`src/gnz_pkg.sv`:
```
// Shared types and constants for the 3-D gradient noise core.
// No dependencies; every other file but gnz_ram imports this package.
`default_nettype none
package gnz_pkg;

    // Number format and table geometry
    localparam int FRAC_BITS  = 16;
    localparam int TABLE_SIZE = 256;
    localparam int TAW        = $clog2(TABLE_SIZE);
    localparam int DATA_W     = 8;
    localparam int COORD_W    = 32;
    localparam int OUT_W      = 18;

    // Fade values reach up to 15 * ONE before the final shift
    localparam int FADE_W = FRAC_BITS + 4;
    // Gradients and lerp results span [-2*ONE, 2*ONE]
    localparam int VAL_W  = FRAC_BITS + 3;

    // Front queue
    localparam int QDEPTH = 2;
    localparam int QAW    = $clog2(QDEPTH);

    // Item kinds
    localparam logic KIND_LOAD = 1'b0;
    localparam logic KIND_EVAL = 1'b1;

    // One classified item as it leaves the front
    typedef struct packed {
        logic                           is_load;
        logic [TAW-1:0]                 waddr;
        logic [DATA_W-1:0]              wdata;
        logic [2:0][TAW-1:0]            lattice;
        logic [2:0][FRAC_BITS-1:0]      frac;
    } t_cmd;

    // Queue head as seen by the back part
    typedef struct packed {
        logic valid;
        t_cmd cmd;
    } t_qhead;

endpackage
`default_nettype wire

```
`src/gnz_front.sv`:
```
// Front part: accepts items, splits coordinates into lattice index and fraction,
// and queues them for the back part. Depends on gnz_pkg.
`default_nettype none
module gnz_front (
    input  wire logic                               i_clk,
    input  wire logic                               i_rst_n,
    input  wire logic                               i_in_valid,
    output logic                                    o_in_stall,
    input  wire logic                               i_kind,
    input  wire logic [gnz_pkg::TAW-1:0]            i_table_index,
    input  wire logic [gnz_pkg::DATA_W-1:0]         i_table_value,
    input  wire logic signed [gnz_pkg::COORD_W-1:0] i_x_coord,
    input  wire logic signed [gnz_pkg::COORD_W-1:0] i_y_coord,
    input  wire logic signed [gnz_pkg::COORD_W-1:0] i_z_coord,
    output gnz_pkg::t_qhead                         o_head,
    input  wire logic                               i_pop
);
    import gnz_pkg::*;

    t_cmd           r_q [QDEPTH];
    logic [QAW-1:0] r_wp;
    logic [QAW-1:0] r_rp;
    logic [QAW:0]   r_cnt;
    t_cmd           cmd_in;
    logic           push;
    logic           pop;

    // classify the incoming item
    always_comb begin
        cmd_in.is_load    = (i_kind == KIND_LOAD);
        cmd_in.waddr      = i_table_index;
        cmd_in.wdata      = i_table_value;
        cmd_in.lattice[0] = i_x_coord[FRAC_BITS +: TAW];
        cmd_in.lattice[1] = i_y_coord[FRAC_BITS +: TAW];
        cmd_in.lattice[2] = i_z_coord[FRAC_BITS +: TAW];
        cmd_in.frac[0]    = i_x_coord[FRAC_BITS-1:0];
        cmd_in.frac[1]    = i_y_coord[FRAC_BITS-1:0];
        cmd_in.frac[2]    = i_z_coord[FRAC_BITS-1:0];
    end

    assign o_in_stall = (r_cnt == (QAW+1)'(QDEPTH));
    assign push       = i_in_valid && !o_in_stall;
    assign pop        = i_pop && (r_cnt != '0);

    // queue storage
    always_ff @(posedge i_clk) begin
        if (push) begin
            r_q[r_wp] <= cmd_in;
        end
    end

    // queue pointers and fill count
    always_ff @(posedge i_clk) begin
        if (!i_rst_n) begin
            r_wp  <= '0;
            r_rp  <= '0;
            r_cnt <= '0;
        end else begin
            if (push) begin
                r_wp <= r_wp + QAW'(1);
            end
            if (pop) begin
                r_rp <= r_rp + QAW'(1);
            end
            if (push && !pop) begin
                r_cnt <= r_cnt + (QAW+1)'(1);
            end else if (pop && !push) begin
                r_cnt <= r_cnt - (QAW+1)'(1);
            end
        end
    end

    assign o_head.valid = (r_cnt != '0);
    assign o_head.cmd   = r_q[r_rp];

endmodule
`default_nettype wire

```
`config.mk`:
```
export PLATFORM = sky130hd
export DESIGN_NAME = gnz_front
export DESIGN_NICKNAME = d
export VERILOG_FILES = /design/src/gnz_pkg.sv /design/src/gnz_front.sv
export SDC_FILE = /design/constraint.sdc
export NUM_CORES = 1
export LEC_CHECK = 0
export BUFFER_PORTS_ARGS = -buffer_cell sky130_fd_sc_hd__buf_2
export CORE_MARGIN = 3
export CORE_UTILIZATION = 50
export CTS_BUF_LIST = sky130_fd_sc_hd__clkbuf_8
export CTS_CLUSTER_DIAMETER = 80
export DETAILED_ROUTE_END_ITERATION = 8
export PLACE_DENSITY = 0.76
export SLEW_MARGIN = 25
export SYNTH_ARGS = -nofsm -noshare
export SYNTH_HDL_FRONTEND = slang
export SYNTH_SLANG_ARGS = --single-unit
```
`constraint.sdc`:
```
create_clock -name i_clk -period 10.9 [get_ports i_clk]
set_input_delay 2.18 -clock i_clk [delete_from_list [all_inputs] [get_ports i_clk]]
set_output_delay 2.18 -clock i_clk [all_outputs]
set_load 0.02 [all_outputs]
```
== Yosys cells after proc, flatten, opt, wreduce, memory -nomap -nowiden ==
Memory sizes are Yosys's and may differ from the RTL's. A register that Yosys moved wholly into a read port is not among the register bits.
Index checks and enable logic that the tools add are counted.
W data, S select, Z words.

* Bits in registers: 4
* Latch bits: 0
* Memory bits (writable): 178
* Bits in read-only memories: 0
* Output and inout port bits: 91
* Word-level logic and storage cells: 25
* Memories kept: 1

* $add $sub $neg: 4
* Multiply operators: 0
* Divide/modulo/power cells: 0
* Order comparisons: 0
* Equal/unequal tests: 1
* Shift operators: 0
* Multiplexer cells: 6
* Bitwise gates (word level): 1
* Reduce and logical (&&, ||, !) cells: 9

{| class="wikitable"
|+ Memories
! memory !! depth !! width !! read ports !! clocked after Yosys merged registers in !! write ports !! line !! source
|-
| r_q || 2 || 89 || 1 || 1 || 1 || gnz_front.sv:20 || <nowiki>t_cmd r_q [QDEPTH];</nowiki>
|}

{| class="wikitable"
|+ Operator list
! kind !! count
|-
| $logic_and A1 B1 Y1 || 4
|-
| $mux W1 || 4
|-
| $mux W2 || 2
|-
| $reduce_bool A2 Y1 || 2
|-
| $logic_not A1 Y1 || 3
|-
| $add A1 B1 Y1 const B || 2
|-
| $add A2 B1 Y2 const B || 1
|-
| $eq A2 B2 Y1 const B || 1
|-
| $sub A2 B1 Y2 const B || 1
|-
| $not A1 Y1 || 1
|}

== Depth between registers and ports, before layout ==
Gate-level depths: netlist (run 1).

* Depth in word-level cells: 7
* Depth in mapped cells: 7
* Gate-level depth less buffers: 7

== Least setup slack after synthesis (run 1) ==
Ideal clock, no wire load.

* Path kind: input to register
* Start: input i_in_valid
* End: memory r_q[0][0] (netlist name) (enable)
* Data arrival time: 5.716 ns
* Required time: 10.378 ns
* Path slack: 4.662 ns
* Cell stages on the path: 2
* Path buffers: 0
* Cell sequence: inv_1 -> nor3_2

* Longest elaborated chain between the ends: 3

{| class="wikitable"
|+ Ends and longest elaborated chain
! element !! line !! source
|-
| start: declaration || gnz_front.sv:7 || <nowiki>input wire logic i_in_valid,</nowiki>
|-
| $logic_and A1 B1 Y1 || gnz_front.sv:42 || <nowiki>assign push = i_in_valid && !o_in_stall;</nowiki>
|-
| $mux W1 || gnz_front.sv:47 || <nowiki>if (push) begin</nowiki>
|-
| $mux W1 (not written as such) || gnz_front.sv:48 || <nowiki>r_q[r_wp] <= cmd_in;</nowiki>
|-
| end: declaration || gnz_front.sv:20 ||
|}

Every way passes these cells.

==> flow_summary.yaml, run 1 <==
timing:
  grt_setup_unrepaired: "false"
  finalCriticalPeriod_ns: 4.58
  hold_viol: 0
  period_share: 0.421
  finalSetupViolCount: 0
  fin_hold_ws_ns: 0.571
  final.setup_skew_ns: 0.00769
  fin_setup_tns_ns: 0
  tightest_slew_ns: 0.782
  fmax_mhz: 218
  drv_slew: 0
  relSlewSlack: 0.479
synthesis:
  synth_edf_count: 178
  syn_area_sq_um: 6690
  yosysSeqAreaShare: 0.813
  yosys.area.top_type_share: 0.799
  synth.distinct_cells: 23
  ys_async_sr_fraction: 0
  ys_warn_count: 0
  syn-instance-count: 303
  ys.flop_type: "edfxtp_1"
  ys_top_cells_by_count: "edfxtp_1, mux2_2, mux2_4, buf_2, dfxtp_1"
  synth_nets: 421
  synth-compound-area-share: 0.00486
  synth-seq-cells: 183
  synthAdderAreaFrac: 0.00187
  synth-simple-area-share: 0.00860
  syn_avg_cell_area_sq_um: 22.1
  synth_top_cell_by_area: "edfxtp_1"
  synth_mux_area_frac: 0.155
  yosys-top-cells-area: "edfxtp_1, mux2_2, mux2_4"
  synth_top_family_by_area: "multiplexers"
  post-synth-top-count-cell: "edfxtp_1"
  synth_xor_area_frac: 0.00393
drt:
  via_count: 3370
  wirelength_um: 11500
  drt-pass1-iter-count: 4
  drtIter0Drc: 207
  avgRoutedWirePerCell_um: 16.9
  via_per_inst: 4.93
  drcViolationCount: 0
  postRouteAntennaNets: 0
pwr:
  switching_power_mw: 0.577
  max-vdd-ir-drop_mv: 0.125
  switching_share: 0.306
  comb_power_share: 0.285
  power.static_leakage_nw: 3.06
  powerDensity_nw_per_um2: 231
  p_int_mw: 1.31
  p_seq_frac: 0.492
  power.share.clock: 0.223
clock_network:
  cts_root_buffer: "clkbuf_8"
  cts_max_level: 4
  clock_latency_ns: 0.44
  ctsHoldBuffers: 0
  cts_made_buffers: 17
  cts_sinks: 183
  post_cts_resized: 0
  cts.clk_slew.worst_paths_ns: 0.08
  cts_tree: "done"
  post-cts-setup-buffers: 0
  cts.path.max_buffers: 2
hold_path:
  hold_path_class: "reg -> reg"
  whs_path_depth: 2
layout:
  antenna_cells: 0
  drive_gt1_frac: 0.605
  fin_nets: 617
  nFillCells: 925
  syn_to_final_growth_pct: 22.1
floorplanning:
  dieArea_sq_um: 14800
  die_y_um: 122
  initial_core_util: 0.520
  coreArea_sq_um: 12900
  die_w_um: 122
  rows: 41
  boundaryPins: 208
setup_path:
  crit_type: "reg -> out"
  cp.arrival_ns: 2.40
  end_kind: "primary output"
  crit_required_ns: 8.72
  crit_fanout: 51
  reg2regPathDepth: 3
  reg2reg_slack_ns: 8.64
  start_kind: "flip-flop"
global_route:
  grt_usage: 0.156
  grt_max_degree: 57
  grt_pass1_vias: 3608
  grt_antenna_before_repair: 0
  grt_pass1_wl_um: 17200
  grt_overflow_total: 0
placed_design:
  gp_congestion: 0.681
  port_buffers: 183
  dpl.hpwl_um: 7670
job:
  cap_viol_max_count: 0
status:
  status: "completed"
worst max-delay path: stages, from the launching register on:
cell,delay [ns]
dfxtp_4,0.68
buf_4,0.66
mux2_2,0.42
buf_2,0.16
flip-flops by register name, summed over array words and instances (netlist names), named ones only:
name and cells:
r_cnt 2, r_wp 1, r_rp 1, r_q 178
logic make-up after synthesis:
group	count (synthesis)
compound gates	5
flops	183
simple gates	9
xor+xnor	3
fa+ha+maj	1
mux	89
buf+inv	13
final cells by class:
cell class	count	area [sq um]	area share
Tap cell	172	215	0.0263
Sequential cell	183	5450	0.667
Clock buffer	17	234	0.0286
Multi-Input combinational cell	107	1180	0.144
Inverter	3	11.3	0.00138
Timing Repair Buffer	187	946	0.116
Clock inverter	14	135	0.0165
power groups by stage:
stage,registers (mW),clock network (mW),logic (mW)
floorplan,0.924,0,0.403
global placement,0.937,0,0.539
detailed placement,0.944,0,0.544
CTS,0.928,0.433,0.548
global route,0.935,0.462,0.576
finish,0.926,0.420,0.537
metrics by stage:
step | setup slack (ns) | util | cells | total power [mW] | cell area (sq um)
after floorplan | 4.66 | - | 303 | 1.33 | 6690
after global placement | 6.73 | 0.606 | 652 | 1.48 | 7800
after detailed placement | 6.71 | 0.606 | 652 | 1.49 | 7800
after CTS | 6.21 | 0.635 | 683 | 1.91 | 8170
after global routing | 6.15 | 0.635 | 683 | 1.97 | 8170
final | 6.32 | 0.635 | 683 | 1.88 | 8170
cells in the final DEF (no fill, tap or decap), types with 2 or more instances in the layout:
master and count:
and2_1 3, buf_2 183, buf_4 4, bufinv_16 2
clkbuf_8 17, clkinv_1 2, clkinv_2 3, clkinvlp_4 3
dfxtp_1 4, edfxtp_1 178, inv_1 3, inv_6 2
mux2_2 79, mux2_4 10, xnor2_1 2
path summary, 6_finish.rpt:
path,start,end
worst max-delay path,flip-flop,o_head[32]
worst min-delay path,r_cnt[1],r_cnt[1]
worst max register to register,r_cnt[0],r_q[1][78]
worst min register to register,r_cnt[1],r_cnt[1]
metal layers:
layer	vias to the layer above	wire length, um	GRT usage
li1	1589	-	-
met4	0	165	0.0672
met3	13	1000	0.0594
met1	1647	4370	0.168
met2	121	5980	0.273
met5	-	0	0
No activity file was read; power rests on OpenSTA's default activity.
==> run 2: changes to the inputs <==
Settings changed: ABC_AREA from default to 1.
Clock period 10.9 ns to 4.76 ns, I/O delays scaled along.
==> flow_summary.yaml, run 2 <==
setup_path:
  rr_endpoint: "r_cnt[1]"
  reg2regPathDepth: 9
  cp-endpoint: "o_head[9]"
  cp_num_cells: 3
  r2r_start: "r_cnt[1]"
  crit_fanout: 37
  slowest_delay_ns: 0.55
  crit_type: "reg -> out"
  path_cells: "buf_4 -> mux2_2 -> buf_2"
  cp.buffers_inverters: 2
  slowest_stage: "dfxtp_4"
  reg2reg_slack_ns: 2.67
  crit_required_ns: 3.81
  start_kind: "flip-flop"
  end_kind: "primary output"
  cpLargestDelayFamily: "buffers and inverters"
  cp.arrival_ns: 2.07
pwr:
  switching_power_mw: 1.26
  p_seq_frac: 0.496
  switching_share: 0.297
  power.static_leakage_nw: 3.11
  comb_power_share: 0.265
  p_int_mw: 2.99
  max-vdd-ir-drop_mv: 0.309
  powerDensity_nw_per_um2: 517
  power.share.clock: 0.239
timing:
  final.setup_skew_ns: 0.00581
  hold_viol: 0
  drv_slew: 0
  finalSetupViolCount: 0
  fmax_mhz: 331
  finalCriticalPeriod_ns: 3.02
  period_share: 0.635
  relSlewSlack: 0.451
  tightest_slew_ns: 0.815
  fin_setup_tns_ns: 0
  grt_setup_unrepaired: "false"
clock_network:
  cts_made_buffers: 17
  cts.clk_slew.worst_paths_ns: 0.08
  cts_tree: "done"
  post-cts-setup-buffers: 0
  cts_sinks: 183
  clock_latency_ns: 0.43
  cts_max_level: 4
  cts.path.max_buffers: 2
  ctsHoldBuffers: 0
  cts_root_buffer: "clkbuf_8"
  post_cts_resized: 0
synthesis:
  ys.flop_type: "edfxtp_1"
  yosys.area.top_type_share: 0.798
  synth.distinct_cells: 15
  syn_avg_cell_area_sq_um: 21.3
  syn-instance-count: 315
  syn_area_sq_um: 6700
  ys_top_cells_by_count: "edfxtp_1, mux2_2, mux2_4, inv_1, nor2_1"
  ys_async_sr_fraction: 0
  ys_warn_count: 0
  post-synth-top-count-cell: "edfxtp_1"
  synth_nets: 433
  yosys-top-cells-area: "edfxtp_1, mux2_2, mux2_4"
  synth-seq-cells: 183
  synth_top_cell_by_area: "edfxtp_1"
  synth_edf_count: 178
  yosysSeqAreaShare: 0.813
drt:
  drtIter0Drc: 149
  wirelength_um: 11600
  avgRoutedWirePerCell_um: 16.6
  postRouteAntennaNets: 0
  via_count: 3429
  via_per_inst: 4.91
  drt-pass1-iter-count: 4
  drcViolationCount: 0
placed_design:
  dp.cells: 666
  dpl_cell_area_sq_um: 7830
  port_buffers: 183
  gp_congestion: 0.749
  dpl.hpwl_um: 7770
layout:
  top_register: "r_q"
  fin_cells: 698
  reg_top3: "r_q x178, r_cnt x2"
  syn_to_final_growth_pct: 22.7
  largest_register_ffs: 178
  final_cell_mix: "buf_2, edfxtp_1, mux2_2"
  fin_area_sq_um: 8220
  final_common_cell: "buf_2"
  antenna_cells: 0
  fin_nets: 631
  post-route-util: 0.638
  drive_gt1_frac: 0.589
floorplanning:
  initial_core_util: 0.520
  die_w_um: 122
  coreArea_sq_um: 12900
  die_y_um: 122
  boundaryPins: 208
  rows: 41
  dieArea_sq_um: 14800
hold_path:
  hold_path_class: "reg -> reg"
global_route:
  grt_antenna_before_repair: 1
  grt_max_degree: 57
  grt_usage: 0.159
  grt_pass1_wl_um: 17700
  grt_overflow_total: 0
  grt_pass1_vias: 3663
job:
  cap_viol_max_count: 0
status:
  status: "completed"
-- run 2: changes by cell type after synthesis, sizes merged, moves of 2 or more --
cell and delta:
a21boi -2, and2 -3, xnor2 -2, inv +6
nor2 +8, nand2 +7
-- run 2: per-stage QoR --
stage | setup WS (ns) | hold slack (ns) | total power, mW
3_5_place_dp | 2.17 | 0.497 | 3.29
5_1_grt | 1.59 | 0.548 | 4.46
3_3_place_gp | 2.19 | 0.479 | 3.26
2_1_floorplan | -0.593 | 0.467 | 2.95
4_1_cts | 1.66 | 0.521 | 4.30
6_report | 1.74 | 0.525 | 4.25
-- run 2: worst register-to-register path, delay by kind of cell (launching register included) --
| family | cells | cell delay, ns |
|---|---|---|
| simple gates | 3 | 0.27 |
| flops | 1 | 0.38 |
| fa+ha+maj | 1 | 0.36 |
| buf+inv | 4 | 0.39 |
| compound gates | 1 | 0.65 |
-- run 2: area by class of cell --
cell class                      count  area (sq um)
Multi-Input combinational cell    113          1170
Timing Repair Buffer              189           961
Clock inverter                     15           161
Inverter                            9          33.8
Tap cell                          172           215
Sequential cell                   183          5450
Clock buffer                       17           234
Fill cell                         944          4660
-- run 2: worst min-delay path by stage --
stage	end	from	slack, ns	depth (start not counted)
2_1_floorplan	flip-flop	r_rp	0.47	2
3_3_place_gp	flip-flop	r_rp	0.48	2
3_5_place_dp	flip-flop	r_rp	0.50	2
4_1_cts	r_rp	r_rp	0.52	2
5_1_grt	r_rp	r_rp	0.55	2
6_report	flip-flop	r_rp	0.52	2
-- run 2: logic make-up (layout without fill, tap and decap cells) --
| kind of cell | count (synthesis) | in the layout | share of synthesized area |
|---|---|---|---|
| flip-flops | 183 | 183 | 0.813 |
| multiplexers | 89 | 89 | 0.155 |
| buffers and inverters | 19 | 230 | 0.0153 |
| AND/OR/NAND/NOR | 18 | 18 | 0.0106 |
| AO/OA/AOI/OAI | 5 | 5 | 0.00411 |
| adder cells (fa/ha/maj) | 1 | 1 | 0.00187 |
-- run 2: power groups by stage --
stage	clock [mW]	combinational, mW	sequential (mW)
finish	1.02	1.12	2.11
global route	1.11	1.21	2.13
CTS	1.04	1.15	2.11
detailed placement	0	1.14	2.15
global placement	0	1.12	2.13
floorplan	0	0.809	2.14
-- run 2: routing by layer --
layer  GRT usage  share of wire
met5           0         0.0011
met4      0.0672          0.021
met3      0.0548          0.080
met2       0.271           0.50
met1       0.185           0.39
==> run 3: changes to the inputs <==
Settings changed: CORE_UTILIZATION 50 to 48, PLACE_DENSITY 0.76 to 0.77.
Clock period 4.76 ns to 2.5 ns, I/O delays scaled along.
==> flow_summary.yaml, run 3 (synthesis results as in run 2) <==
status:
  status: "completed"
setup_path:
  reg2regPathDepth: 9
  crit_required_ns: 2.00
  crit_fanout: 24
  crit_type: "reg -> out"
  cp.arrival_ns: 1.83
  start_kind: "flip-flop"
  end_kind: "primary output"
layout:
  syn_to_final_growth_pct: 23.4
  nFillCells: 1038
  antenna_cells: 0
  fin_cells: 704
  reg_top3: "r_q x178, r_cnt x2"
  final_common_cell: "buf_2"
  top_register: "r_q"
  post-route-util: 0.614
  drive_gt1_frac: 0.589
  fin_area_sq_um: 8270
  fin_nets: 633
  largest_register_ffs: 178
  final_cell_mix: "buf_2, edfxtp_1, mux2_2"
global_route:
  grt_antenna_before_repair: 0
  grt_usage: 0.152
  grt_pass1_vias: 3560
  grt_overflow_total: 0
  grt_max_degree: 48
  grt_pass1_wl_um: 17500
clock_network:
  cts_root_buffer: "clkbuf_8"
  cts_tree: "done"
  ctsHoldBuffers: 0
  clock_latency_ns: 0.44
  cts.path.max_buffers: 2
  cts.clk_slew.worst_paths_ns: 0.09
  cts_sinks: 183
  post_cts_resized: 0
  cts_made_buffers: 17
  post-cts-setup-buffers: 0
  cts_max_level: 4
pwr:
  finalPower_mw: 7.98
  power.static_leakage_nw: 3.12
  max-vdd-ir-drop_mv: 0.537
  powerDensity_nw_per_um2: 965
hold_path:
  whs_path_depth: 1
  hold_path_class: "in -> reg"
placed_design:
  port_buffers: 183
  dp.cells: 672
  pre_cts_ws_ns: 0.422
  gp_congestion: 0.697
  dpl.hpwl_um: 8070
  dpl_cell_area_sq_um: 7920
timing:
  hold_viol: 0
  tightest_slew_ns: 0.826
  final.setup_skew_ns: 0.0116
  period_share: 0.932
  relSlewSlack: 0.444
  grt_setup_unrepaired: "false"
  post-route-worst-setup-slack_ns: 0.169
  finalCriticalPeriod_ns: 2.33
  fin_setup_tns_ns: 0
  finalSetupViolCount: 0
  fmax_mhz: 429
  drv_slew: 0
  fin_hold_ws_ns: 0.247
drt:
  postRouteAntennaNets: 0
  via_per_inst: 4.88
  wl_met1_um: 4530
  drt-pass1-iter-count: 4
  wirelength_um: 11800
  via_count: 3435
  drcViolationCount: 0
  avgRoutedWirePerCell_um: 16.7
  drtIter0Drc: 168
  top_layer: "met4"
  met3WireLength_um: 1000
  wl_met2_um: 6060
floorplanning:
  coreArea_sq_um: 13500
  die_y_um: 124
  die_w_um: 124
  boundaryPins: 208
  dieArea_sq_um: 15400
  rows: 42
  initial_core_util: 0.498
job:
  cap_viol_max_count: 0
## run 3: changes by cell type in the layout (fill, tap and decap cells not counted), sizes merged
| cell | previous run | this run |
|---|---|---|
| bufinv | 3 | 1 |
| buf | 189 | 191 |
| inv | 12 | 13 |
| clkinvlp | 3 | 4 |
## run 3: final timing paths
path / endpoint / startpoint / slack (ns)
setup / recovery: o_head[33] / flip-flop / 0.17
setup reg to reg: r_cnt[1] / r_cnt[1] / 0.37
hold reg to reg: r_rp / r_rp / 0.51
hold / removal: r_q[0][50] / i_x_coord[18] / 0.25
## run 3: power by group
group / internal (mW) / switching [mW] / total, mW / leakage (nW)
combinational: 0.911 / 1.31 / 2.22 / 1.24
sequential: 3.87 / 0.152 / 4.02 / 1.70
clock: 0.770 / 0.966 / 1.74 / 0.175
total: 5.55 / 2.43 / 7.98 / 3.12
## run 3: per-layer routing
metal  vias up  track usage
met2       127        0.258
met1      1669        0.172
met5         -            0
li1       1623            -
met3        16       0.0568
met4         0       0.0643
## run 3: critical path: stages, from the launching register on
cell	delay, ns
dfxtp_4	0.61
buf_4	0.27
mux2_2	0.36
buf_2	0.16
## run 3: cell type report
| cell class | instances | area, sq um | area share |
|---|---|---|---|
| clock buffer | 17 | 234 | 0.0283 |
| clock inverter | 15 | 113 | 0.0136 |
| inverter | 9 | 33.8 | 0.00409 |
| multi-input combinational | 113 | 1170 | 0.141 |
| sequential | 183 | 5450 | 0.659 |
| tap | 176 | 220 | 0.0266 |
| timing repair buffer | 191 | 1050 | 0.127 |
